===== src/hdl/ssbg_pkg.sv =====
`default_nettype none
package ssbg_pkg;

   localparam int DEF_MAX_STOPS = 16;
   localparam int DEF_FRAC_BITS = 16;

   localparam int COORD_W = 16;
   localparam int COLOR_W = 16;
   localparam int DIFF_W  = COORD_W + 1;
   localparam int WGT_W   = 2 * DIFF_W;
   localparam int ACC_W   = WGT_W + DIFF_W + 2;
   localparam int NUM_W   = ACC_W + 2;
   localparam int DEN_W   = WGT_W + 1;
   localparam int RES_W   = NUM_W + 2;
   localparam int MIN_STOPS = 4;

   localparam logic OP_ADD  = 1'b0;
   localparam logic OP_EVAL = 1'b1;

   localparam logic [1:0] STATUS_OK   = 2'd0;
   localparam logic [1:0] STATUS_FEW  = 2'd1;
   localparam logic [1:0] STATUS_FULL = 2'd2;
   localparam logic [1:0] STATUS_ZERO = 2'd3;

   localparam logic [1:0] CH_RED   = 2'd0;
   localparam logic [1:0] CH_GREEN = 2'd1;
   localparam logic [1:0] CH_BLUE  = 2'd2;

   typedef struct packed {
      logic               operation;
      logic [COORD_W-1:0] coord_u;
      logic [COORD_W-1:0] coord_v;
      logic [COLOR_W-1:0] stop_red;
      logic [COLOR_W-1:0] stop_green;
      logic [COLOR_W-1:0] stop_blue;
   } req_type;

   typedef struct packed {
      logic [COLOR_W-1:0] out_red;
      logic [COLOR_W-1:0] out_green;
      logic [COLOR_W-1:0] out_blue;
      logic [1:0]         status;
   } rsp_type;

   typedef struct packed {
      logic [COORD_W-1:0] u;
      logic [COORD_W-1:0] v;
      logic [COLOR_W-1:0] red;
      logic [COLOR_W-1:0] green;
      logic [COLOR_W-1:0] blue;
   } stop_type;

   typedef struct packed {
      stop_type tl;
      stop_type tr;
      stop_type bl;
      stop_type br;
   } quad_type;

   typedef enum logic [3:0] {
      ST_IDLE, ST_SCAN, ST_CLASSIFY, ST_WEIGHT, ST_CHECK,
      ST_MAC, ST_DIVST, ST_DIVWAIT, ST_FINISH
   } state_type;

   typedef enum logic [1:0] {
      MODE_CONC, MODE_UEDGE, MODE_VEDGE, MODE_BILIN
   } mode_type;

   // pick one color channel of a stop
   function automatic logic [COLOR_W-1:0] stop_chan(stop_type s, logic [1:0] ch);
      logic [COLOR_W-1:0] c;
      case (ch)
         CH_RED:   c = s.red;
         CH_GREEN: c = s.green;
         default:  c = s.blue;
      endcase
      return c;
   endfunction

   // signed difference of two unsigned 16-bit values
   function automatic logic signed [DIFF_W-1:0] sdiff(logic [COORD_W-1:0] a,
                                                      logic [COORD_W-1:0] b);
      return $signed({1'b0, a}) - $signed({1'b0, b});
   endfunction

endpackage
`default_nettype wire


===== src/hdl/ssbg_cell.sv =====
`default_nettype none
module ssbg_cell (
   input  wire                    clock,
   input  wire                    write_en,
   input  ssbg_pkg::stop_type     write_stop,
   input  wire                    shift_en,
   input  ssbg_pkg::stop_type     neighbor_stop,
   output ssbg_pkg::stop_type     stop
);
   import ssbg_pkg::*;

   stop_type stop_ff;
   stop_type stop_in;

   // hold, take a new stop, or pass along the ring
   always_comb begin
      stop_in = stop_ff;
      if (write_en) begin
         stop_in = write_stop;
      end else if (shift_en) begin
         stop_in = neighbor_stop;
      end
   end

   always_ff @(posedge clock) begin
      stop_ff <= stop_in;
   end

   assign stop = stop_ff;

endmodule
`default_nettype wire


===== config.mk =====
export PLATFORM = sky130hd
export DESIGN_NAME = ssbg_cell
export DESIGN_NICKNAME = d
export VERILOG_FILES = /design/src/hdl/ssbg_pkg.sv /design/src/hdl/ssbg_cell.sv
export SDC_FILE = /design/constraint.sdc
export NUM_CORES = 1
export LEC_CHECK = 0
export BUFFER_PORTS_ARGS = -buffer_cell sky130_fd_sc_hd__buf_2
export CORE_MARGIN = 2
export CORE_UTILIZATION = 43
export CTS_BUF_LIST = sky130_fd_sc_hd__clkbuf_16
export CTS_CLUSTER_SIZE = 30
export DETAILED_ROUTE_END_ITERATION = 8
export GPL_TIMING_DRIVEN = 0
export PLACE_DENSITY = 0.81
export SETUP_SLACK_MARGIN = 0.4
export SLEW_MARGIN = 20
export SYNTH_ARGS = -nofsm -noshare
export SYNTH_HDL_FRONTEND = slang
export SYNTH_SLANG_ARGS = --single-unit

===== constraint.sdc =====
create_clock -name clock -period 3.7 [get_ports clock]
set_clock_uncertainty 0.05 [all_clocks]
set_input_delay 0.185 -clock clock [delete_from_list [all_inputs] [get_ports clock]]
set_output_delay 0.185 -clock clock [all_outputs]
set_load 0.05 [all_outputs]

======== Word level (Yosys, flattened, before mapping) ========
Cells that the tools add are included.
word-level totals
  word-level logic and storage cells ...... 8
  bits of input ports ..................... 163
  output and inout port bits .............. 80
  register bits ........................... 80
operators by class
  reduce and logical (&&, ||, !) cells .... 1
  muxes and demuxes ....................... 2
operators with widths
  kind                count
  $mux W80            2
  $reduce_bool A2 Y1  1

======== Depth between registers and ports, before layout ========
  word-level depth ........................ 2
  gate-level depth with buffers ........... 3
  gate-level depth less buffers ........... 1

======== Least setup slack after synthesis ========
Ideal clock, no wire load.
  kind .................................... input to register
  start ................................... input port write_en
  end ..................................... register stop_ff (netlist bit stop[0]), enable pin
  arrival time ............................ 2,312 ps
  cell stages on the path ................. 3
  setup slack ............................. 895 ps
  path buffers ............................ 2
  required time ........................... 3,207 ps
  library setup time ...................... 443 ps
  path through ............................ buf_6 > buf_12 > or2_1
between the ends
  cells in the longest elaborated chain, start to end .. 1
RTL lines
  item                          line             RTL
  start, declared               ssbg_cell.sv:4   input wire write_en,
  $reduce_bool A2 Y1 (no line)  --
  end signal, assigned          ssbg_cell.sv:26  stop_ff <= stop_in;
  end, declared                 ssbg_cell.sv:12  stop_type stop_ff;
No other way between the ends.
A chain may end at the register's enable or synchronous reset.

======== Worst setup path in the final report ========
  start ................................... input port write_en
  end ..................................... register stop_ff (netlist bit stop[34]), enable pin
The elaborated chain is that of the path after synthesis.

==> run summary <==
The flow ran to the end, and the final reports show no timing, DRC or antenna violations. The placed standard-cell area came out at 5140 um^2. The overall power of the completed layout is 2.71 mW.

The final layout contains routed wiring with a total length of 8.52 mm. Of all cell types, the one taking the most synthesized area is edfxtp_1. The area of the mapped netlist is 3780 um^2.

The number of max-capacitance violations reported came out at 0. The congestion estimate from routability-driven global placement came to 0.779. The most used flip-flop cell after synthesis is edfxtp_1. The CTS root buffer is clkbuf_16. Counting the fill cells in the layout gives 664. The via count of the first global-routing pass came out at 2563. The worst path needs 1.42 ns of the cycle, external delays included. The floorplan has 34 rows.

The number of enable-type register cells in the synthesized netlist came out at 80. In this run, synthesis produced a sequential element count of 80. Setup total negative slack on the finished layout was measured at 0 ns. The total number of H-tree levels came out at 3. The buffer levels on the longest clock path came out at 2.

The fraction of the yosys area taken by sequential cells is 63.6%. The worst voltage drop across the vdd grid came out at 0.000215 V. The number of buffers created by CTS is 9.

Across all setup checks in the final design, the least slack found is 2.28 ns. The number of flip-flops under the largest register name is 80. The final design area excluding fillers came out at 5430 um^2.

The CTS tree is done. The relative slew slack came out at 66.8%. For this run the aggregate overflow at the end of global routing stands at 0.

The core footprint is 8640 um^2. The I/O pin total came out at 243. The net count after synthesis is 333. The starting density of the core is 43.7%. The count of routing violations after the opening detailed-route iteration came out at 54. The post-synthesis async set-or-reset flop share came out at 0%. The critical path launch point type is a primary input.

After synthesis, the most frequently instantiated cells are edfxtp_1 (80), mux2_4 (79), buf_12 (8). The count of cell types in the netlist is 6. The maximum clock rate is 706 MHz.

The area of combinational cells with multiple inputs came out at 1210 um^2. The number of sinks handled by clock tree synthesis is 80. The clock-pin slew on the worst setup and hold paths came out at 0.06 ns. The number of setup violations in the final report is 0.

The area fraction of the dominant cell type after synthesis is 63.6%. The count of buffers from port buffering is 241. The via count normalized by instance count is 4.60.

The transition time of the tightest slew-check pin is 0.498 ns. The vertical extent of the die came out at 97.7 um. The die covers 9550 um^2.

The max-slew violation total from the final report is 0. The repair_antennas step left the layout with diodes totalling 0. OpenSTA, run right after detailed placement, puts the worst setup slack at 1.92 ns. The worst setup path category is in2reg. The die outline width is 97.7 um. The buffers inserted during post-CTS setup optimization is 0. The HPWL after detailed placement is 6.71 mm. The initial antenna violation count is 1. For this run, the total global-route usage over all layers was measured as 17.4%. The number of DRC violations after detailed routing is 0.

The layout overhead on the synthesized area came out at 43.7%. The post-synthesis instance total is 170. The fraction of the cycle the final worst path needs came out at 38.3%. Across all layers, the routed design uses 2460 vias. In the final layout, flip-flops and latches occupy 2400 um^2. The final worst hold slack came out at 0.107 ns.

The mean instance size in the synthesized netlist is 22.2 um^2. The net count of the finished layout is 586. In the post-synthesis netlist, the biggest area contributors are edfxtp_1 (64%), mux2_4 (31%), buf_12 (4.2%), buf_6 (0.30%), mux2_2 (0.30%).

Yosys instantiated no cell more often than edfxtp_1. The leakage power total is 2.65 nW. The share of cells above drive strength 1 came out at 81.3%. The worst-path maximum fanout is 46. The worst path required time is 3.65 ns. The number of detailed-route iterations in the first pass is 3. The min-delay analysis places its worst path in the category in2reg. The quantity of hold-fixing buffers added after cts is 0. Power spread over the standard cell area amounts to 499 nW/um^2. The count of antenna-violating nets left after detailed routing is 0. Entering global routing, the biggest net connects 47 pins. STA classifies the critical path endpoint as a register.

Dividing the detail-routed wire length by the instance count gives 15.9 um. Setup repair after global routing left no endpoint under its margin. The first global-routing pass estimated 12.7 mm of wire. The critical path data arrival time came out at 1.37 ns.

The final hold violation count is 0. In this run, post-CTS repair resized a total of 0 instances. The warning count from the yosys run is 0.
==> critical path, cell delays in order <==
cell and delay (ns):
buf_6 0.20, buf_12 0.19, or2_4 0.46, buf_12 0.33
==> per-layer routing <==
layer	global-route usage, %	up-vias	part of all wire, %
met5	0	-	0
met4	7.48	0	2.4
met3	5.90	13	8.6
met2	32.4	149	53
met1	17.6	1124	36
li1	-	1174	-
==> cell families after synthesis <==
family	after synthesis	share of synthesized area (%)
AND/OR/NAND/NOR	1	0.166
buffers and inverters	9	4.54
multiplexers	80	31.7
flip-flops	80	63.6
==> through the flow <==
step	util [%]	instances
final	62.9	535
after floorplan	-	170
after global routing	62.9	535
after global placement	59.3	519
after detailed placement	59.5	520
after CTS	62.9	535
==> final timing paths <==
check           start            endpoint  slack, ns  cells after the start
max          write_en  stop[34]$_DFFE_PP_       2.28                      4
min    write_stop[45]  stop[45]$_DFFE_PP_       0.11                      2
==> power breakdown <==
part | total (mW) | switching, mW | internal [mW]
registers | 1.14 | 0.0236 | 1.11
clock network | 0.846 | 0.330 | 0.516
logic | 0.725 | 0.480 | 0.245
total | 2.71 | 0.834 | 1.87
==> final cells by class <==
cell class	instances	area share, %
clock inverters	6	1.13
multi-input cells	81	22.2
repair buffers	242	22.6
flip-flops and latches	80	44.3
clock buffers	9	4.15
plain buffers	9	3.16
well taps	108	2.49
==> cells in the final DEF, fill, tap and decap left out <==
master        n
buf_12        9
buf_2       241
buf_6         1
bufinv_16     1
clkbuf_16     9
clkinv_2      3
clkinv_4      1
clkinvlp_4    1
edfxtp_1     80
mux2_2        1
mux2_4       79
or2_4         1
Power figures use the tool's default switching activity.
