[config.mk]
export PLATFORM = sky130hd
export DESIGN_NAME = ssbg_pick
export DESIGN_NICKNAME = d
export VERILOG_FILES = /design/src/hdl/ssbg_pkg.sv /design/src/hdl/ssbg_pick.sv
export SDC_FILE = /design/constraint.sdc
export NUM_CORES = 1
export LEC_CHECK = 0
export BUFFER_PORTS_ARGS = -buffer_cell sky130_fd_sc_hd__clkbuf_2
export CAP_MARGIN = 20
export CELL_PAD_IN_SITES_DETAIL_PLACEMENT = 1
export CELL_PAD_IN_SITES_GLOBAL_PLACEMENT = 1
export CORE_MARGIN = 8
export CORE_UTILIZATION = 37
export CTS_CLUSTER_SIZE = 12
export DETAILED_ROUTE_END_ITERATION = 8
export PLACE_DENSITY = 0.7
export SETUP_SLACK_MARGIN = 0.4
export SLEW_MARGIN = 20
export SYNTH_ARGS = -nofsm -noshare
export SYNTH_HDL_FRONTEND = slang
export SYNTH_SLANG_ARGS = --single-unit
[constraint.sdc]
create_clock -name clock -period 3.4 [get_ports clock]
set_clock_uncertainty 0.2 [all_clocks]
set_input_delay 0 -clock clock [delete_from_list [all_inputs] [get_ports clock]]
set_output_delay 0 -clock clock [all_outputs]
set_load 0.02 [all_outputs]
[src/hdl/ssbg_pkg.sv]
`default_nettype none
package ssbg_pkg;

   localparam int DEF_MAX_STOPS = 16;
   localparam int DEF_FRAC_BITS = 16;

   localparam int COORD_W = 16;
   localparam int COLOR_W = 16;
   localparam int DIFF_W  = COORD_W + 1;
   localparam int WGT_W   = 2 * DIFF_W;
   localparam int ACC_W   = WGT_W + DIFF_W + 2;
   localparam int NUM_W   = ACC_W + 2;
   localparam int DEN_W   = WGT_W + 1;
   localparam int RES_W   = NUM_W + 2;
   localparam int MIN_STOPS = 4;

   localparam logic OP_ADD  = 1'b0;
   localparam logic OP_EVAL = 1'b1;

   localparam logic [1:0] STATUS_OK   = 2'd0;
   localparam logic [1:0] STATUS_FEW  = 2'd1;
   localparam logic [1:0] STATUS_FULL = 2'd2;
   localparam logic [1:0] STATUS_ZERO = 2'd3;

   localparam logic [1:0] CH_RED   = 2'd0;
   localparam logic [1:0] CH_GREEN = 2'd1;
   localparam logic [1:0] CH_BLUE  = 2'd2;

   typedef struct packed {
      logic               operation;
      logic [COORD_W-1:0] coord_u;
      logic [COORD_W-1:0] coord_v;
      logic [COLOR_W-1:0] stop_red;
      logic [COLOR_W-1:0] stop_green;
      logic [COLOR_W-1:0] stop_blue;
   } req_type;

   typedef struct packed {
      logic [COLOR_W-1:0] out_red;
      logic [COLOR_W-1:0] out_green;
      logic [COLOR_W-1:0] out_blue;
      logic [1:0]         status;
   } rsp_type;

   typedef struct packed {
      logic [COORD_W-1:0] u;
      logic [COORD_W-1:0] v;
      logic [COLOR_W-1:0] red;
      logic [COLOR_W-1:0] green;
      logic [COLOR_W-1:0] blue;
   } stop_type;

   typedef struct packed {
      stop_type tl;
      stop_type tr;
      stop_type bl;
      stop_type br;
   } quad_type;

   typedef enum logic [3:0] {
      ST_IDLE, ST_SCAN, ST_CLASSIFY, ST_WEIGHT, ST_CHECK,
      ST_MAC, ST_DIVST, ST_DIVWAIT, ST_FINISH
   } state_type;

   typedef enum logic [1:0] {
      MODE_CONC, MODE_UEDGE, MODE_VEDGE, MODE_BILIN
   } mode_type;

   // pick one color channel of a stop
   function automatic logic [COLOR_W-1:0] stop_chan(stop_type s, logic [1:0] ch);
      logic [COLOR_W-1:0] c;
      case (ch)
         CH_RED:   c = s.red;
         CH_GREEN: c = s.green;
         default:  c = s.blue;
      endcase
      return c;
   endfunction

   // signed difference of two unsigned 16-bit values
   function automatic logic signed [DIFF_W-1:0] sdiff(logic [COORD_W-1:0] a,
                                                      logic [COORD_W-1:0] b);
      return $signed({1'b0, a}) - $signed({1'b0, b});
   endfunction

endpackage
`default_nettype wire

[src/hdl/ssbg_pick.sv]
`default_nettype none
module ssbg_pick (
   input  wire                        clock,
   input  wire                        reset,
   input  wire                        clear,
   input  wire                        step,
   input  wire                        stop_valid,
   input  ssbg_pkg::stop_type         stop,
   input  wire [ssbg_pkg::COORD_W-1:0] point_u,
   input  wire [ssbg_pkg::COORD_W-1:0] point_v,
   output ssbg_pkg::quad_type         picks
);
   import ssbg_pkg::*;

   quad_type   picks_ff;
   quad_type   picks_in;
   logic [3:0] has_ff;
   logic [3:0] has_in;
   logic       le_u, ge_u, le_v, ge_v;

   assign le_u = stop.u <= point_u;
   assign ge_u = stop.u >= point_u;
   assign le_v = stop.v <= point_v;
   assign ge_v = stop.v >= point_v;

   // keep the closest qualifying stop per quadrant, later stops win ties
   always_comb begin
      picks_in = picks_ff;
      has_in   = has_ff;
      if (clear) begin
         picks_in = '0;
         has_in   = '0;
      end else if (step && stop_valid) begin
         if (le_u && le_v && (!has_ff[0] ||
             (picks_ff.tl.u <= stop.u && picks_ff.tl.v <= stop.v))) begin
            picks_in.tl = stop;
            has_in[0]   = 1'b1;
         end
         if (ge_u && le_v && (!has_ff[1] ||
             (picks_ff.tr.u >= stop.u && picks_ff.tr.v <= stop.v))) begin
            picks_in.tr = stop;
            has_in[1]   = 1'b1;
         end
         if (le_u && ge_v && (!has_ff[2] ||
             (picks_ff.bl.u <= stop.u && picks_ff.bl.v >= stop.v))) begin
            picks_in.bl = stop;
            has_in[2]   = 1'b1;
         end
         if (ge_u && ge_v && (!has_ff[3] ||
             (picks_ff.br.u >= stop.u && picks_ff.br.v >= stop.v))) begin
            picks_in.br = stop;
            has_in[3]   = 1'b1;
         end
      end
   end

   always_ff @(posedge clock) begin
      if (reset) begin
         has_ff <= '0;
      end else begin
         has_ff <= has_in;
      end
   end

   always_ff @(posedge clock) begin
      picks_ff <= picks_in;
   end

   assign picks = picks_ff;

endmodule
`default_nettype wire

---- Word-level counts from Yosys, hierarchy flattened ----
Index checks and enable logic that the tools add are counted.
cells by class
  order comparisons ....................... 12
  reductions and logical operators ........ 26
operators with widths
  operator                            count
  16-bit greater-or-equal comparator  6
  16-bit less-or-equal comparator     6
  1-bit logical AND                   13
  2-bit AND reduction                 4
  1-bit logical NOT                   4
  1-bit logical OR                    4
  2-bit OR reduction                  1
storage, ports and cells
  register bits ........................... 324
  bits of input ports ..................... 117
  output and inout bits ................... 320

---- Depth between registers and ports, before layout ----
  word-level depth ........................ 5
  depth in mapped cells ................... 11
  depth with buffers taken out ............ 9

---- Least setup slack after synthesis ----
Ideal clock, no wire load.
  path kind ............................... reg-to-reg
  start ................................... register picks_ff (netlist bit picks[299])
  end ..................................... register picks_ff (netlist bit picks[240])
  library setup time ...................... 0.072 ns
  data arrival time ....................... 2.261 ns
  data required time ...................... 3.128 ns
  slack ................................... 0.867 ns
  cell stages (with the launch flop) ...... 10
  buffers on the path ..................... 2
  clock period less this slack ............ 2.533 ns
  path through ............................ dfxtp_1 -> ha_1 -> nand4_1 -> or4_1 -> a21oi_1 -> nor3_1 -> o211ai_1 -> clkbuf_1 -> buf_2 -> mux2i_1
on the way
  cells in the longest elaborated chain, start to end .. 5
ends and longest elaborated chain
  item                             RTL line         source
  start, declared                  ssbg_pick.sv:15  quad_type picks_ff;
  start signal, assigned           ssbg_pick.sv:66  picks_ff <= picks_in;
  16-bit less-or-equal comparator  ssbg_pick.sv:35  (picks_ff.tl.u <= stop.u && picks_ff.tl.v <= stop.v))) begin
  1-bit logical AND                ssbg_pick.sv:35
  1-bit logical OR                 ssbg_pick.sv:34  if (le_u && le_v && (!has_ff[0] ||
  1-bit logical AND                ssbg_pick.sv:34
  2-bit AND reduction (no line)    -
No other way between the ends.
A chain may end at the register's enable or synchronous reset.

---- Worst setup path after layout ----
  start ................................... input stop[56] (netlist name)
  end ..................................... register has_ff[2]
on the way
  cells in the longest elaborated chain, start to end .. 5
  elaborated cells between the ends (all ways) .. 7
  those cells by class .................... order compare: 2; reduce/logical: 5
ends and longest elaborated chain
  item                                RTL line         source
  start, declared                     ssbg_pick.sv:8   input ssbg_pkg::stop_type stop,
  16-bit greater-or-equal comparator  ssbg_pick.sv:45  (picks_ff.bl.u <= stop.u && picks_ff.bl.v >= stop.v))) begin
  1-bit logical AND                   ssbg_pick.sv:45
  1-bit logical OR                    ssbg_pick.sv:44  if (le_u && ge_v && (!has_ff[2] ||
  1-bit logical AND *                 ssbg_pick.sv:44
  2-bit AND reduction (no line) *     -
  end signal, assigned                ssbg_pick.sv:61  has_ff <= has_in;
  end, declared                       ssbg_pick.sv:17  logic [3:0] has_ff;
Mark *: on every way between the ends. The rest lies on a longest branch, timed or not.

==> impl_results.md <==
* Critical Path End Type: flop
* Die Ht at 227 um
* Largest net degree at the start of global routing at 149
* Clock sink count at 324
* Minimum clock period at 2.93 ns
* Post-Syn Nets at 1,889
* Leak at 11.1 nW
* DR iter-0 viols at 599
* Fin crit share at 0.863
* Number of synthesized flops with an enable pin at 0
* Clock root buffer: clkbuf_16
* Ys Warns at 0
* Worst-Margin Slew at 0.545 ns
* Layout area overhead at 31.0%
* Drt pass-1 iters at 4
* # setup viols final at 0
* Max stage delay cell, worst path: dlygate4sd3_1
* First-pass GRT wire length at 89,100 um
* Vias in the first global route at 15.2k
* DRC at 0
* Hold Fails Final Rpt at 0
* Area of the multi-input gates at 0.00935 mm^2
* Filler instances at 5,015
* Final count of pins violating max slew at 0
* Layout cell share with drive strength beyond 1 at 0.255
* WL/cell at 21.6 um
* Via count at 13.8k
* Setup TNS at 0 ns
* Worst skew pair latency at 0.55 ns
* Register area at 0.00649 mm^2
* Most common cell after layout, fill and taps aside: clkbuf_2
* Mean Syn Cell Area at 10.3 um^2
* F_max at 341 MHz
* Pwr dens at 444 mW/mm^2
* # diodes at 0
* Most frequent cells in the layout: clkbuf_2 (435), nand2b_1 (404), dfxtp_1 (324), mux2i_1 (320), ha_1 (160)
* Max Root-Sink Buffers at 3
* Unrepaired setup endpoints after global routing: yes
* Arr. time, crit path at 3.22 ns
* Gate Count Post-Synth at 1,612
* WL final at 59,200 um
* Final ANT Viol Nets at 0
* Family with the most delay on the worst path: buffers and inverters
* Placed insts at 2,580
* Worst path buffer plus inverter count at 3
* Netlist Area Pre-Place at 0.0165 mm^2
* Initial antenna violation count at 1
* HPWL Detailed at 43,500 um
* Placeable core region at 0.0442 mm^2
* Grt ovf at 0
* Most numerous cell on the critical path: dlygate4sd3_1
* I/O Buffers at 436
* Worst setup SP type: input pin
* CP max stage delay at 0.58 ns
* Std-Cell Rows at 77
* Fin nets at 2,400
* Die extent in x at 227 um
* Post-DR vias/cell at 5.02
* Starting Density at 0.374
* Worst Setup Path Type: in2reg
* Final cell count without fillers at 2,743
* Outcome: complete, no violations
* Max_cap viols at 0
* Slew headroom at 0.637
* Die ar. at 0.0517 mm^2
* Ys async rst share at 0
* CTS tree: yes
* Post-synthesis sequential area ratio at 0.392
* Critical path cell sequence: dlygate4sd3_1 > clkbuf_2 > ha_1 > nand4_2 > nor4_4 > a21boi_2 > and3b_1 > a221oi_4 > nor2_1 > nor3_1 > dlygate4sd3_1
* Synth Register Bits at 324
* Hold Crit Class: in2reg
* CP max FO at 3
* Distinct cells, synth at 48
* Num CTS Buffers at 39
* Total GRT Usage at 0.221
* Synth Flop Type: dfxtp_1
* IO Count at 437
* Worst vdd ir at 0.000436 V
* Final GP Congestion at 0.842
* Crit path required time at 3.68 ns
* Htree depth at 2
* Worst-path clk slew at 0.05 ns
-- per-layer routing --
metal | wire length [um] | global-route usage
met1 | 24400 | 0.257
met4 | 2260 | 0.0946
met5 | 16 | 0
met2 | 28700 | 0.378
met3 | 3860 | 0.0595
-- flip-flops by register name, indices dropped and copies added, names as in the netlist --
signal  cells
picks     320
has_ff      4
-- cell families (layout without fill, tap and decap cells) --
kind of cell	after synthesis	in the layout	synth area share
multiplexers	320	320	0.194
buffers and inverters	153	692	0.0494
flip-flops	324	324	0.392
AO/OA/AOI/OAI	128	128	0.0489
AND/OR/NAND/NOR	527	527	0.195
adder cells (fa/ha/maj)	160	160	0.121
-- stage by stage --
stage               instance area (um^2)  total power, mW  hold WS (ns)  setup slack (ns)   util
global placement                   19300             5.29        0.0336             0.316  0.436
floorplan                          16500             4.86        -0.123             0.867      -
finish                             21700             9.61        0.0841             0.467  0.490
global route                       21700             10.0         0.103             0.383  0.490
CTS                                21600             9.73        0.0394             0.403  0.488
detailed placement                 19300             5.33        0.0324             0.225  0.436
-- worst register-to-register path: stages (launching register included) --
cell and delay [ns]:
dfxtp_1 0.40, ha_1 0.28, and4_1 0.20, and4_1 0.24
a221oi_1 0.29, nand3b_1 0.16, a31oi_4 0.27, nor4_4 0.08
buf_4 0.17, buf_4 0.16, buf_12 0.15, mux2i_1 0.14
-- worst paths after layout --
kind	startpoint	end	slack, ns	depth (start not counted)
worst max register to register	picks[59]$_SDFFE_PP0P_	picks[55]$_SDFFE_PP0P_	0.53	11
worst min-delay path	point_u[15]	has_ff[0]$_SDFFE_PP0P_	0.08	8
worst min register to register	picks[22]$_SDFFE_PP0P_	picks[22]$_SDFFE_PP0P_	0.27	2
worst max-delay path	stop[56]	has_ff[2]$_SDFFE_PP0P_	0.47	11
-- cell usage after synthesis, types with 13 or more instances --
library cell	instances	area (um^2)
mux2i_1	320	3200
inv_1	72	270
dfxtp_1	324	6490
nand3_1	17	85.1
clkbuf_1	46	173
a21o_1	15	113
nand4_1	26	163
nand2_1	28	105
o21ai_0	13	65.1
a21oi_1	59	295
nand2b_1	404	2530
ha_1	160	2000
nor2_1	15	56.3
-- what timing repair did --
| action | CTS | global route |
|---|---|---|
| hold buffers | 86 | 0 |
| gates cloned | 1 | 0 |
| pin swaps | 2 | 2 |
| buffers inserted | 5 | 2 |
| resized for setup | 5 | 20 |
| endpoints found under the hold margin | 324 | 0 |
| setup endpoints to repair | 206 | 264 |
-- cell type report --
type                    count  area share
repair buffers            551       0.162
multi-input cells        1135       0.431
clock inverters            13     0.00733
well taps                 592      0.0342
flip-flops and latches    324       0.299
clock buffers              56      0.0531
inverters                  72      0.0125
-- power by group --
group	leakage, nW	total (mW)	switching [mW]	internal (mW)
clock	0.655	4.26	1.68	2.58
combinational	7.85	1.34	0.771	0.564
sequential	2.62	4.02	0.0976	3.92
Note: power is estimated with default switching activity, not from simulation.
