### config.mk
export PLATFORM = sky130hd
export DESIGN_NAME = ssbg_div
export DESIGN_NICKNAME = d
export VERILOG_FILES = /design/src/hdl/ssbg_pkg.sv /design/src/hdl/ssbg_div.sv
export SDC_FILE = /design/constraint.sdc
export NUM_CORES = 1
export LEC_CHECK = 0
export BUFFER_PORTS_ARGS = -buffer_cell sky130_fd_sc_hd__buf_2
export CAP_MARGIN = 40
export CORE_UTILIZATION = 60
export CTS_CLUSTER_DIAMETER = 30
export DETAILED_ROUTE_END_ITERATION = 6
export GPL_ROUTABILITY_DRIVEN = 0
export HOLD_SLACK_MARGIN = 0.12
export PLACE_DENSITY = 0.86
export SLEW_MARGIN = 20
export SYNTH_ARGS = -nofsm -noshare
export SYNTH_HDL_FRONTEND = slang
export SYNTH_SLANG_ARGS = --single-unit
### constraint.sdc
create_clock -name clock -period 5 [get_ports clock]
set_clock_uncertainty 0.2 [all_clocks]
set_input_delay 0.25 -clock clock [delete_from_list [all_inputs] [get_ports clock]]
set_output_delay 0.25 -clock clock [all_outputs]
set_load 0.005 [all_outputs]
### src/hdl/ssbg_pkg.sv
`default_nettype none
package ssbg_pkg;

   localparam int DEF_MAX_STOPS = 16;
   localparam int DEF_FRAC_BITS = 16;

   localparam int COORD_W = 16;
   localparam int COLOR_W = 16;
   localparam int DIFF_W  = COORD_W + 1;
   localparam int WGT_W   = 2 * DIFF_W;
   localparam int ACC_W   = WGT_W + DIFF_W + 2;
   localparam int NUM_W   = ACC_W + 2;
   localparam int DEN_W   = WGT_W + 1;
   localparam int RES_W   = NUM_W + 2;
   localparam int MIN_STOPS = 4;

   localparam logic OP_ADD  = 1'b0;
   localparam logic OP_EVAL = 1'b1;

   localparam logic [1:0] STATUS_OK   = 2'd0;
   localparam logic [1:0] STATUS_FEW  = 2'd1;
   localparam logic [1:0] STATUS_FULL = 2'd2;
   localparam logic [1:0] STATUS_ZERO = 2'd3;

   localparam logic [1:0] CH_RED   = 2'd0;
   localparam logic [1:0] CH_GREEN = 2'd1;
   localparam logic [1:0] CH_BLUE  = 2'd2;

   typedef struct packed {
      logic               operation;
      logic [COORD_W-1:0] coord_u;
      logic [COORD_W-1:0] coord_v;
      logic [COLOR_W-1:0] stop_red;
      logic [COLOR_W-1:0] stop_green;
      logic [COLOR_W-1:0] stop_blue;
   } req_type;

   typedef struct packed {
      logic [COLOR_W-1:0] out_red;
      logic [COLOR_W-1:0] out_green;
      logic [COLOR_W-1:0] out_blue;
      logic [1:0]         status;
   } rsp_type;

   typedef struct packed {
      logic [COORD_W-1:0] u;
      logic [COORD_W-1:0] v;
      logic [COLOR_W-1:0] red;
      logic [COLOR_W-1:0] green;
      logic [COLOR_W-1:0] blue;
   } stop_type;

   typedef struct packed {
      stop_type tl;
      stop_type tr;
      stop_type bl;
      stop_type br;
   } quad_type;

   typedef enum logic [3:0] {
      ST_IDLE, ST_SCAN, ST_CLASSIFY, ST_WEIGHT, ST_CHECK,
      ST_MAC, ST_DIVST, ST_DIVWAIT, ST_FINISH
   } state_type;

   typedef enum logic [1:0] {
      MODE_CONC, MODE_UEDGE, MODE_VEDGE, MODE_BILIN
   } mode_type;

   // pick one color channel of a stop
   function automatic logic [COLOR_W-1:0] stop_chan(stop_type s, logic [1:0] ch);
      logic [COLOR_W-1:0] c;
      case (ch)
         CH_RED:   c = s.red;
         CH_GREEN: c = s.green;
         default:  c = s.blue;
      endcase
      return c;
   endfunction

   // signed difference of two unsigned 16-bit values
   function automatic logic signed [DIFF_W-1:0] sdiff(logic [COORD_W-1:0] a,
                                                      logic [COORD_W-1:0] b);
      return $signed({1'b0, a}) - $signed({1'b0, b});
   endfunction

endpackage
`default_nettype wire

### src/hdl/ssbg_div.sv
`default_nettype none
module ssbg_div #(
   parameter int NW = 55,
   parameter int DW = 35
) (
   input  wire           clock,
   input  wire           reset,
   input  wire           start,
   input  wire [NW-1:0]  dividend,
   input  wire [DW-1:0]  divisor,
   output logic          done,
   output logic [NW-1:0] quotient
);
   import ssbg_pkg::*;

   localparam int CW = $clog2(NW + 1);

   logic [DW:0]   rem_ff, rem_in;
   logic [NW-1:0] quo_ff, quo_in;
   logic [DW-1:0] dsr_ff, dsr_in;
   logic [CW-1:0] cnt_ff, cnt_in;
   logic          busy_ff, busy_in;
   logic          done_ff, done_in;
   logic [DW:0]   rem_sh;
   logic [DW+1:0] trial;

   // one quotient bit per cycle while busy, restoring
   always_comb begin
      rem_sh  = {rem_ff[DW-1:0], quo_ff[NW-1]};
      trial   = {1'b0, rem_sh} - {2'b0, dsr_ff};
      rem_in  = rem_ff;
      quo_in  = quo_ff;
      dsr_in  = dsr_ff;
      cnt_in  = cnt_ff;
      busy_in = busy_ff;
      done_in = 1'b0;
      if (start) begin
         rem_in  = '0;
         quo_in  = dividend;
         dsr_in  = divisor;
         cnt_in  = '0;
         busy_in = 1'b1;
      end else if (busy_ff) begin
         if (!trial[DW+1]) begin
            rem_in = trial[DW:0];
            quo_in = {quo_ff[NW-2:0], 1'b1};
         end else begin
            rem_in = rem_sh;
            quo_in = {quo_ff[NW-2:0], 1'b0};
         end
         cnt_in = cnt_ff + 1'b1;
         if (cnt_ff == CW'(NW - 1)) begin
            busy_in = 1'b0;
            done_in = 1'b1;
         end
      end
   end

   always_ff @(posedge clock) begin
      if (reset) begin
         busy_ff <= 1'b0;
         done_ff <= 1'b0;
         cnt_ff  <= '0;
      end else begin
         busy_ff <= busy_in;
         done_ff <= done_in;
         cnt_ff  <= cnt_in;
      end
   end

   always_ff @(posedge clock) begin
      rem_ff <= rem_in;
      quo_ff <= quo_in;
      dsr_ff <= dsr_in;
   end

   assign done     = done_ff;
   assign quotient = quo_ff;

endmodule
`default_nettype wire

Word level (Yosys, flattened, before mapping)
Index checks and enable logic that the tools add are counted. W data, S select, Z words.

Register bits: 133. Output and inout bits: 56. Bits of input ports: 93. Word-level logic and storage cells: 21.

Bitwise operators: 1. Muxes and demuxes: 8. $add $sub $neg: 2. Reductions and logical operators: 3. Equality and inequality tests: 1.

Operators with widths (number): $mux W55 (2); $sub A36 B35 Y37 (1); $mux W35 (1); $add A6 B1 Y6 const B (1); $eq A6 B6 Y1 const B (1); $mux W1 (5); $reduce_or A3 Y1 (1); $reduce_bool A2 Y1 (1); $reduce_or A2 Y1 (1); $not A1 Y1 (1).

Depth between registers and ports, before layout
Gate-level depths: netlist (run 1).

Depth in word-level cells: 4. Depth in mapped cells: 13. Depth with buffers taken out: 12.

Worst setup path after synthesis (run 1)
Ideal clock, no wire load.

Path kind: flip-flop to flip-flop. Start: register quo_ff[54] (netlist: quotient[54]). End: register rem_ff[34]. Path slack: 2.063 ns. Arrival: 2.646 ns. Stages on the path, launching flop included: 13. Library setup time: 0.091 ns. Clock period less this slack: 2.937 ns. Required time: 4.709 ns. Buffers on the path: 0. Path through: edfxtp_1 > inv_1 > ha_1 > fa_1 > nand2b_1 > a21oi_2 > o211ai_2 > o211a_1 > o211a_4 > a21oi_1 > mux2i_1 > o21ai_1 > a311oi_1.

Cells in the longest elaborated chain, start to end: 2.

RTL lines: start, declared (line ssbg_div.sv:19) `logic [NW-1:0] quo_ff, quo_in;`; start signal, assigned (line ssbg_div.sv:73) `quo_ff <= quo_in;`; $sub A36 B35 Y37 (line ssbg_div.sv:30) `trial = {1'b0, rem_sh} - {2'b0, dsr_ff};`; $mux W35 (line ssbg_div.sv:44) `if (!trial[DW+1]) begin`; end signal, assigned (line ssbg_div.sv:72) `rem_ff <= rem_in;`; end, declared (line ssbg_div.sv:18) `logic [DW:0] rem_ff, rem_in;`.

No other way between the ends. A chain may end at the register's enable or synchronous reset.

Worst setup path after layout (run 1)
Start: register quo_ff[54] (netlist: quotient[54]). End: register rem_ff[0].

Cells in the longest elaborated chain, start to end: 2.

RTL lines (line): $sub A36 B35 Y37 (ssbg_div.sv:30); $mux W35 * (ssbg_div.sv:44).

Every way passes the cells marked *; elsewhere a longest branch is shown, timed or not.

==> results of run 1 <==
## flip-flops by register name, summed over array words and instances, names as in the netlist
signal,flops
cnt_ff,6
busy_ff,1
done,1
rem_ff,35
quotient,55
dsr_ff,35
## cell type report
class / instances / area (µm²)
fillers: 656 / 2280
clock buffers: 18 / 429
inverters: 47 / 176
well taps: 147 / 184
clock inverters: 14 / 151
repair buffers: 245 / 1740
multi-input cells: 475 / 3430
diodes: 1 / 2.50
flip-flops and latches: 133 / 3560
## cell families after synthesis
group                      Yosys count
buffers and inverters               83
DFF                                133
AOI/OAI and AO/OA                  166
and+or+nand+nor                    165
adders and majority gates           38
muxes                               75
xor gates and xnor gates            31
## per-stage QoR
stage	hold slack [ns]	instance area [µm²]
floorplan	0.122	7340
CTS	0.168	9650
detailed placement	0.223	8160
global route	0.193	9680
global placement	0.217	8130
finish	0.184	9680
## layer usage
layer,GRT usage,vias to the layer above
li1,-,2974
met1,0.395,3114
met2,0.587,378
met3,0.0772,75
met4,0.171,0
met5,0,-
## cells in the mapped netlist (5+ instances only)
master,count,share of area
nand2_1,50,0.026
o211ai_1,6,0.0061
o21ai_1,13,0.0089
nor2_1,63,0.032
clkbuf_1,19,0.0097
mux2i_1,19,0.026
nand4_1,10,0.0085
o21ai_0,24,0.016
nand2b_1,7,0.0060
nor3_1,7,0.0048
dfxtp_1,43,0.12
a21o_1,15,0.015
buf_1,5,0.0026
nand3_1,8,0.0055
xor2_1,18,0.021
a211oi_1,32,0.033
ha_1,37,0.063
edfxtp_1,90,0.37
mux2_2,55,0.084
buf_2,8,0.0055
and3_1,6,0.0051
nor2b_1,6,0.0051
a21oi_1,41,0.028
xnor2_1,13,0.016
inv_1,47,0.024
## power breakdown
part	switching, W	leakage (nW)	internal [W]
combinational	0.000446	2.62	0.000372
clock	0.000514	0.281	0.000739
sequential	0.0000703	1.25	0.00129
## how the worst min path moves through the flow
stage | start | to | slack, ns | cells past startpoint
final | start | dsr_ff[2] | 0.18 | 1
after detailed placement | reset | busy_ff | 0.22 | 2
after CTS | start | dsr_ff[8] | 0.17 | 1
after floorplan | reset | busy_ff | 0.12 | 1
after global routing | start | dsr_ff[2] | 0.19 | 1
after global placement | reset | busy_ff | 0.22 | 2
## cells in the final DEF, fill, tap and decap left out, drive strengths merged, types with 10 or more instances in the layout
| cell | count |
|---|---|
| edfxtp | 90 |
| nand2 | 50 |
| buf | 154 |
| xnor2 | 13 |
| xor2 | 18 |
| dfxtp | 43 |
| nand4 | 10 |
| ha | 37 |
| nor2 | 63 |
| dlygate4sd3 | 91 |
| o21ai | 39 |
| mux2i | 19 |
| a211oi | 32 |
| mux2 | 56 |
| inv | 51 |
| a21oi | 43 |
| a21o | 15 |
| clkbuf | 18 |
## what timing repair did
item                                    in CTS  in global routing
endpoints found under the setup margin       0                  0
hold endpoints to repair                    98                  0
hold buffers                                91                  0
==> results.md, run 1 <==
* Min-delay worst type: primary input to flip-flop
* GRT Resource Usage Total at 0.339
* HPWL after DPL at 11,500 µm
* Synth Area in Compound Gates at 0.153
* Top routing layer in use: met4
* Crit path max fanout at 23
* Setup slack after layout at 0.969 ns
* Delay-heaviest family, CP: compound AO/OA/AOI/OAI gates
* Total power at 0.00344 W
* Synth Instances at 691
* Clock sink count at 133
* Synthesized area per cell at 10.6 µm²
* ANT nets after route at 0
* Largest net degree at the start of global routing at 77
* Chip height at 113 µm
* Number of synthesized flops with an enable pin at 90
* Crit start category: flip-flop
* Vias in the first global route at 6,509
* Slowest CP cell: o21ai_4
* Clock latency on the worst-skew pair at about 0.43 ns
* IO Count at 149
* Clk pin slew, worst setup/hold paths at 0.07 ns
* Drt wl/cell at 19.3 µm
* Final setup fails at 0
* Fmax at 248 MHz
* Fin nets at 1,050
* Leak at 4.15 nW
* Max VDD drop at 0.000245 V
* Die area at 0.0127 mm²
* Reg2reg path depth at 12
* Largest family of logic cells by synthesized area: compound AO/OA/AOI/OAI gates
* Global-route wire length before repair at 33,000 µm
* Tmin final at 4.03 ns
* DRC violations left at 0
* CP Depth at 12
* Post-CTS Resized at 0
* Ys async rst share at 0
* Synth cell types at between 50 and 60
* Total global routing overflow at 0
* RSZ-0062 raised after global routing: false
* Number of buffers created by CTS at 17
* Setup crit end: rem_ff[0]
* Worst Setup End Kind: flip-flop
* Max_cap viols at 0
* Htree depth at 4
* Number of synthesized register bits at approximately 130
* Setup_tns at 0 ns
* Placed cell count at ~960
* Simple-gate portion of the synthesized area at 0.100
* Post-Syn Area at 0.00734 mm²
* Adder-Cell Fraction of Synth Area at 0.0658
* Synth Area in XOR/XNOR at 0.0370
* Initial core utilization at 0.614
* RR Startpoint: quotient[54]
* Synth Flop Type: edfxtp_1
* Drt pass-1 iters at 6
* Buf/Inv on CP at 2
* Vias per cell at 6.06
* Worst EP arrival at 4.12 ns
* Final hold vios at 0
* Worst Tran Pin Value at about 0.75 ns
* FP Rows at 40
* Post-CTS Setup Bufs at 0
* Chip width at 113 µm
* CP Data Required Time at approximately 5 ns
* Seq/Total Area, Yosys at 0.485
* Yosys warning count at 0
* Layout Utilization at 0.809
* Initial antenna violation count at 1
* Wl on met1 at between 7000 and 8000 µm
* Core Region at 0.0120 mm²
* Status: completed
* CTS tree: yes
* DRT iter0 DRCs at 452
* Mux cell area share after synthesis at 0.112
* Final Cycle Share at 0.806
* Clock tree buffer depth at 2
* Reg-to-reg setup timing slack at 0.97 ns
* Area grow syn2layout at 31.9%
* Buffers on Ports at about 150
* Met2 routed WL at 10,500 µm
* Launch point of the worst path: quotient[54]
* Max-slew headroom at 0.500
* Vias post-DR at 6,541
* Root buffer selected by CTS: clkbuf_16
* CP Cell Sequence: inv_1, ha_1, fa_1, nand2b_1, a21oi_2, o211ai_2, o21ai_2, a31oi_2, o21ai_4, buf_4, o21ai_1, a211oi_1
* Final Routed Wirelength at 20,800 µm
* Syn nets at just over 800
* RR Endpoint: rem_ff[0]
* Dpl ws at 1.34 ns
* Slowest cell delay on critical path at 0.66 ns
* Max-slew violation count at 0
* Power density cells at ~350 mW/mm²
* Crit Path Category: flip-flop to flip-flop
* Fin cells at 1,080
* Layout cells sized above 1 at 0.270
* Met3 Wirelength at 1590 µm
Note: power is estimated with default switching activity, not from simulation.
==> inputs of run 2 (changes only) <==
- CORE_UTILIZATION: 60 -> 56
- PLACE_DENSITY: 0.86 -> 0.81
- clock period: 5 -> 3.9 ns (I/O delays scaled with it)
==> run 2 against run 1 <==
Against the previous run: flip-flop and latch count is the same; non-clock buffer count grew 3; global-route usage shrank 4.2 points; routed wire length shrank 7.5%; clock-buffer cell count grew 2; worst setup slack lost 0.60 ns; hold slack gained 0.097 ns; largest power group unchanged.
==> results.md, run 2 (synthesis results as in run 1) <==
* Status: completed
* Chip height at 116 µm (+3.4%)
* GRT Resource Usage Total at 0.297 (-0.0418)
* Most frequent cells in the layout: 147 x buf_2, 92 x dlygate4sd3_1, 90 x edfxtp_1
* Final Cycle Share at 0.905 (+0.0985)
* Total power at 0.00439 W (+28%)
* Global-route wire length before repair at 30,500 µm (-7.7%)
* IO Count at 149 (unchanged)
* Clock sink count at 133 (unchanged)
* Crit Path Category: flip-flop to flip-flop
* FP Rows at 41 (+2.5%)
* Final setup fails at 0 (unchanged)
* Top routing layer in use: met4
* HPWL after DPL at 11,400 µm (-0.81%)
* Vias per cell at 5.62 (-7.3%)
* Clock latency on the worst-skew pair at 0.43 ns (about the same)
* Fmax at 283 MHz (+14%)
* Layout cells sized above 1 at 0.272 (+0.00127)
* Post-CTS Resized at 0 (unchanged)
* Root buffer selected by CTS: clkbuf_16
* Setup_tns at 0 ns (unchanged)
* Area grow syn2layout at 32.5%
* DRT iter0 DRCs at 441 (-2.4%)
* Core Region at 0.0127 mm² (+6.4%)
* Clk pin slew, worst setup/hold paths at 0.06 ns (about the same)
* Max-slew headroom at 0.483 (-0.0163)
* ANT nets after route at 0 (unchanged)
* Most frequent standard cell in the layout excluding fill and tap cells: buf_2
* Total global routing overflow at 0 (unchanged)
* Post-CTS Setup Bufs at 0 (unchanged)
* Met3 Wirelength at 1120 µm (-30%)
* Worst Tran Pin Value at 0.775 ns (+0.0273 ns)
* Crit path max fanout at 16 (-30%)
* Met2 routed WL at 9650 µm (-7.7%)
* Drt wl/cell at 17.4 µm (-9.8%)
* Crit start category: flip-flop
* Drt pass-1 iters at 5 (-1)
* Worst Setup End Kind: flip-flop
* CP Data Required Time at 4.01 ns (-1.08 ns)
* Number of buffers created by CTS at 17 (unchanged)
* Max reg flops at 55 (unchanged)
* CTS tree: yes
* Clock tree buffer depth at 2 (unchanged)
* Die area at 0.0136 mm² (+7.0%)
* Initial antenna violation count at 0 (-1)
* Max_cap viols at 0 (unchanged)
* Max-slew violation count at 0 (unchanged)
* Initial core utilization at 0.577 (-0.0367)
* Finished Cell Area at 0.00972 mm² (+0.45%)
* Final hold vios at 0 (unchanged)
* Leak at 4.16 nW (+0.25%)
* Max VDD drop at 0.000315 V (+28%)
* ANT cells at 0 (-1)
* Hold buffer count at cts at 92 (+1.1%)
* Vias post-DR at 6,218 (-4.9%)
* RSZ-0062 raised after global routing: false
* Power density cells at 452 mW/mm² (+27%)
* Min-delay worst type: primary input to flip-flop
* Wl on met1 at 7950 µm (-0.36%)
* Htree depth at 4 (unchanged)
* Chip width at 116 µm (+3.4%)
* Cell Area, Placed at 0.00821 mm² (+0.57%)
* DRC violations left at 0 (unchanged)
* Fill cells at 814 (+24%)
* Vias in the first global route at 6,320 (-2.9%)
* Largest net degree at the start of global routing at 70 (-9.1%)
* Buffers on Ports at 148 (unchanged)
* Fin nets at 1,053 (+0.29%)
* Final Routed Wirelength at 19,200 µm (-7.5%)
* Tmin final at 3.53 ns (-0.503 ns)
* Worst EP arrival at 3.63 ns (-0.49 ns)
## run 2: cell count changes in the layout (fill, tap and decap cells not counted)
cell	change
buf_4	+3
clkbuf_8	+2
clkinv_4	-1
buf_12	+1
inv_6	+1
diode_2	-1
dlygate4sd3_1	+1
clkinv_2	-2
buf_16	-2
## run 2: power breakdown
part / internal, W / switching (W)
Sequential: 0.00166 / 0.0000834
Clock: 0.000986 / 0.000638
Combinational: 0.000478 / 0.000550
## run 2: critical path: stages (launching register included)
cell and delay, ns:
edfxtp_1 0.38, inv_1 0.07, ha_1 0.23, fa_1 0.42, nand2b_1 0.20, a21oi_2 0.17, o211ai_2 0.16, o21ai_2 0.19
a31oi_2 0.18, o21ai_4 0.49, buf_4 0.30, mux2i_1 0.09, a211oi_1 0.33
## run 2: final cells by class
| type | count | area [µm²] | area share |
|---|---|---|---|
| sequential | 133 | 3560 | 0.367 |
| multi-input combinational | 475 | 3430 | 0.353 |
| timing repair buffer | 248 | 1740 | 0.179 |
| clock buffer | 20 | 457 | 0.0470 |
| tap | 172 | 215 | 0.0221 |
| inverter | 47 | 176 | 0.0181 |
| clock inverter | 12 | 141 | 0.0145 |
## run 2: metrics by stage
stage	hold slack, ns	std cells	worst slack (ns)	utilization
2_1_floorplan	0.0674	691	0.963	-
3_3_place_gp	0.161	982	0.632	0.643
3_5_place_dp	0.159	983	0.562	0.645
4_1_cts	0.263	1107	0.435	0.764
5_1_grt	0.271	1107	0.175	0.764
6_report	0.281	1107	0.372	0.764
## run 2: per-layer routing
layer	global-route usage	vias to the layer above
li1	-	2982
met1	0.346	2937
met2	0.514	246
met3	0.0851	53
met4	0.121	0
met5	0	-
## run 2: final timing paths
path	start	endpoint	slack, ns	depth (start not counted)
setup / recovery	quotient[54]	rem_ff[3]	0.37	12
setup reg to reg	quotient[54]	rem_ff[3]	0.37	12
hold reg to reg	rem_ff[1]	rem_ff[1]	0.29	2
hold / removal	divisor[21]	dsr_ff[21]	0.28	2
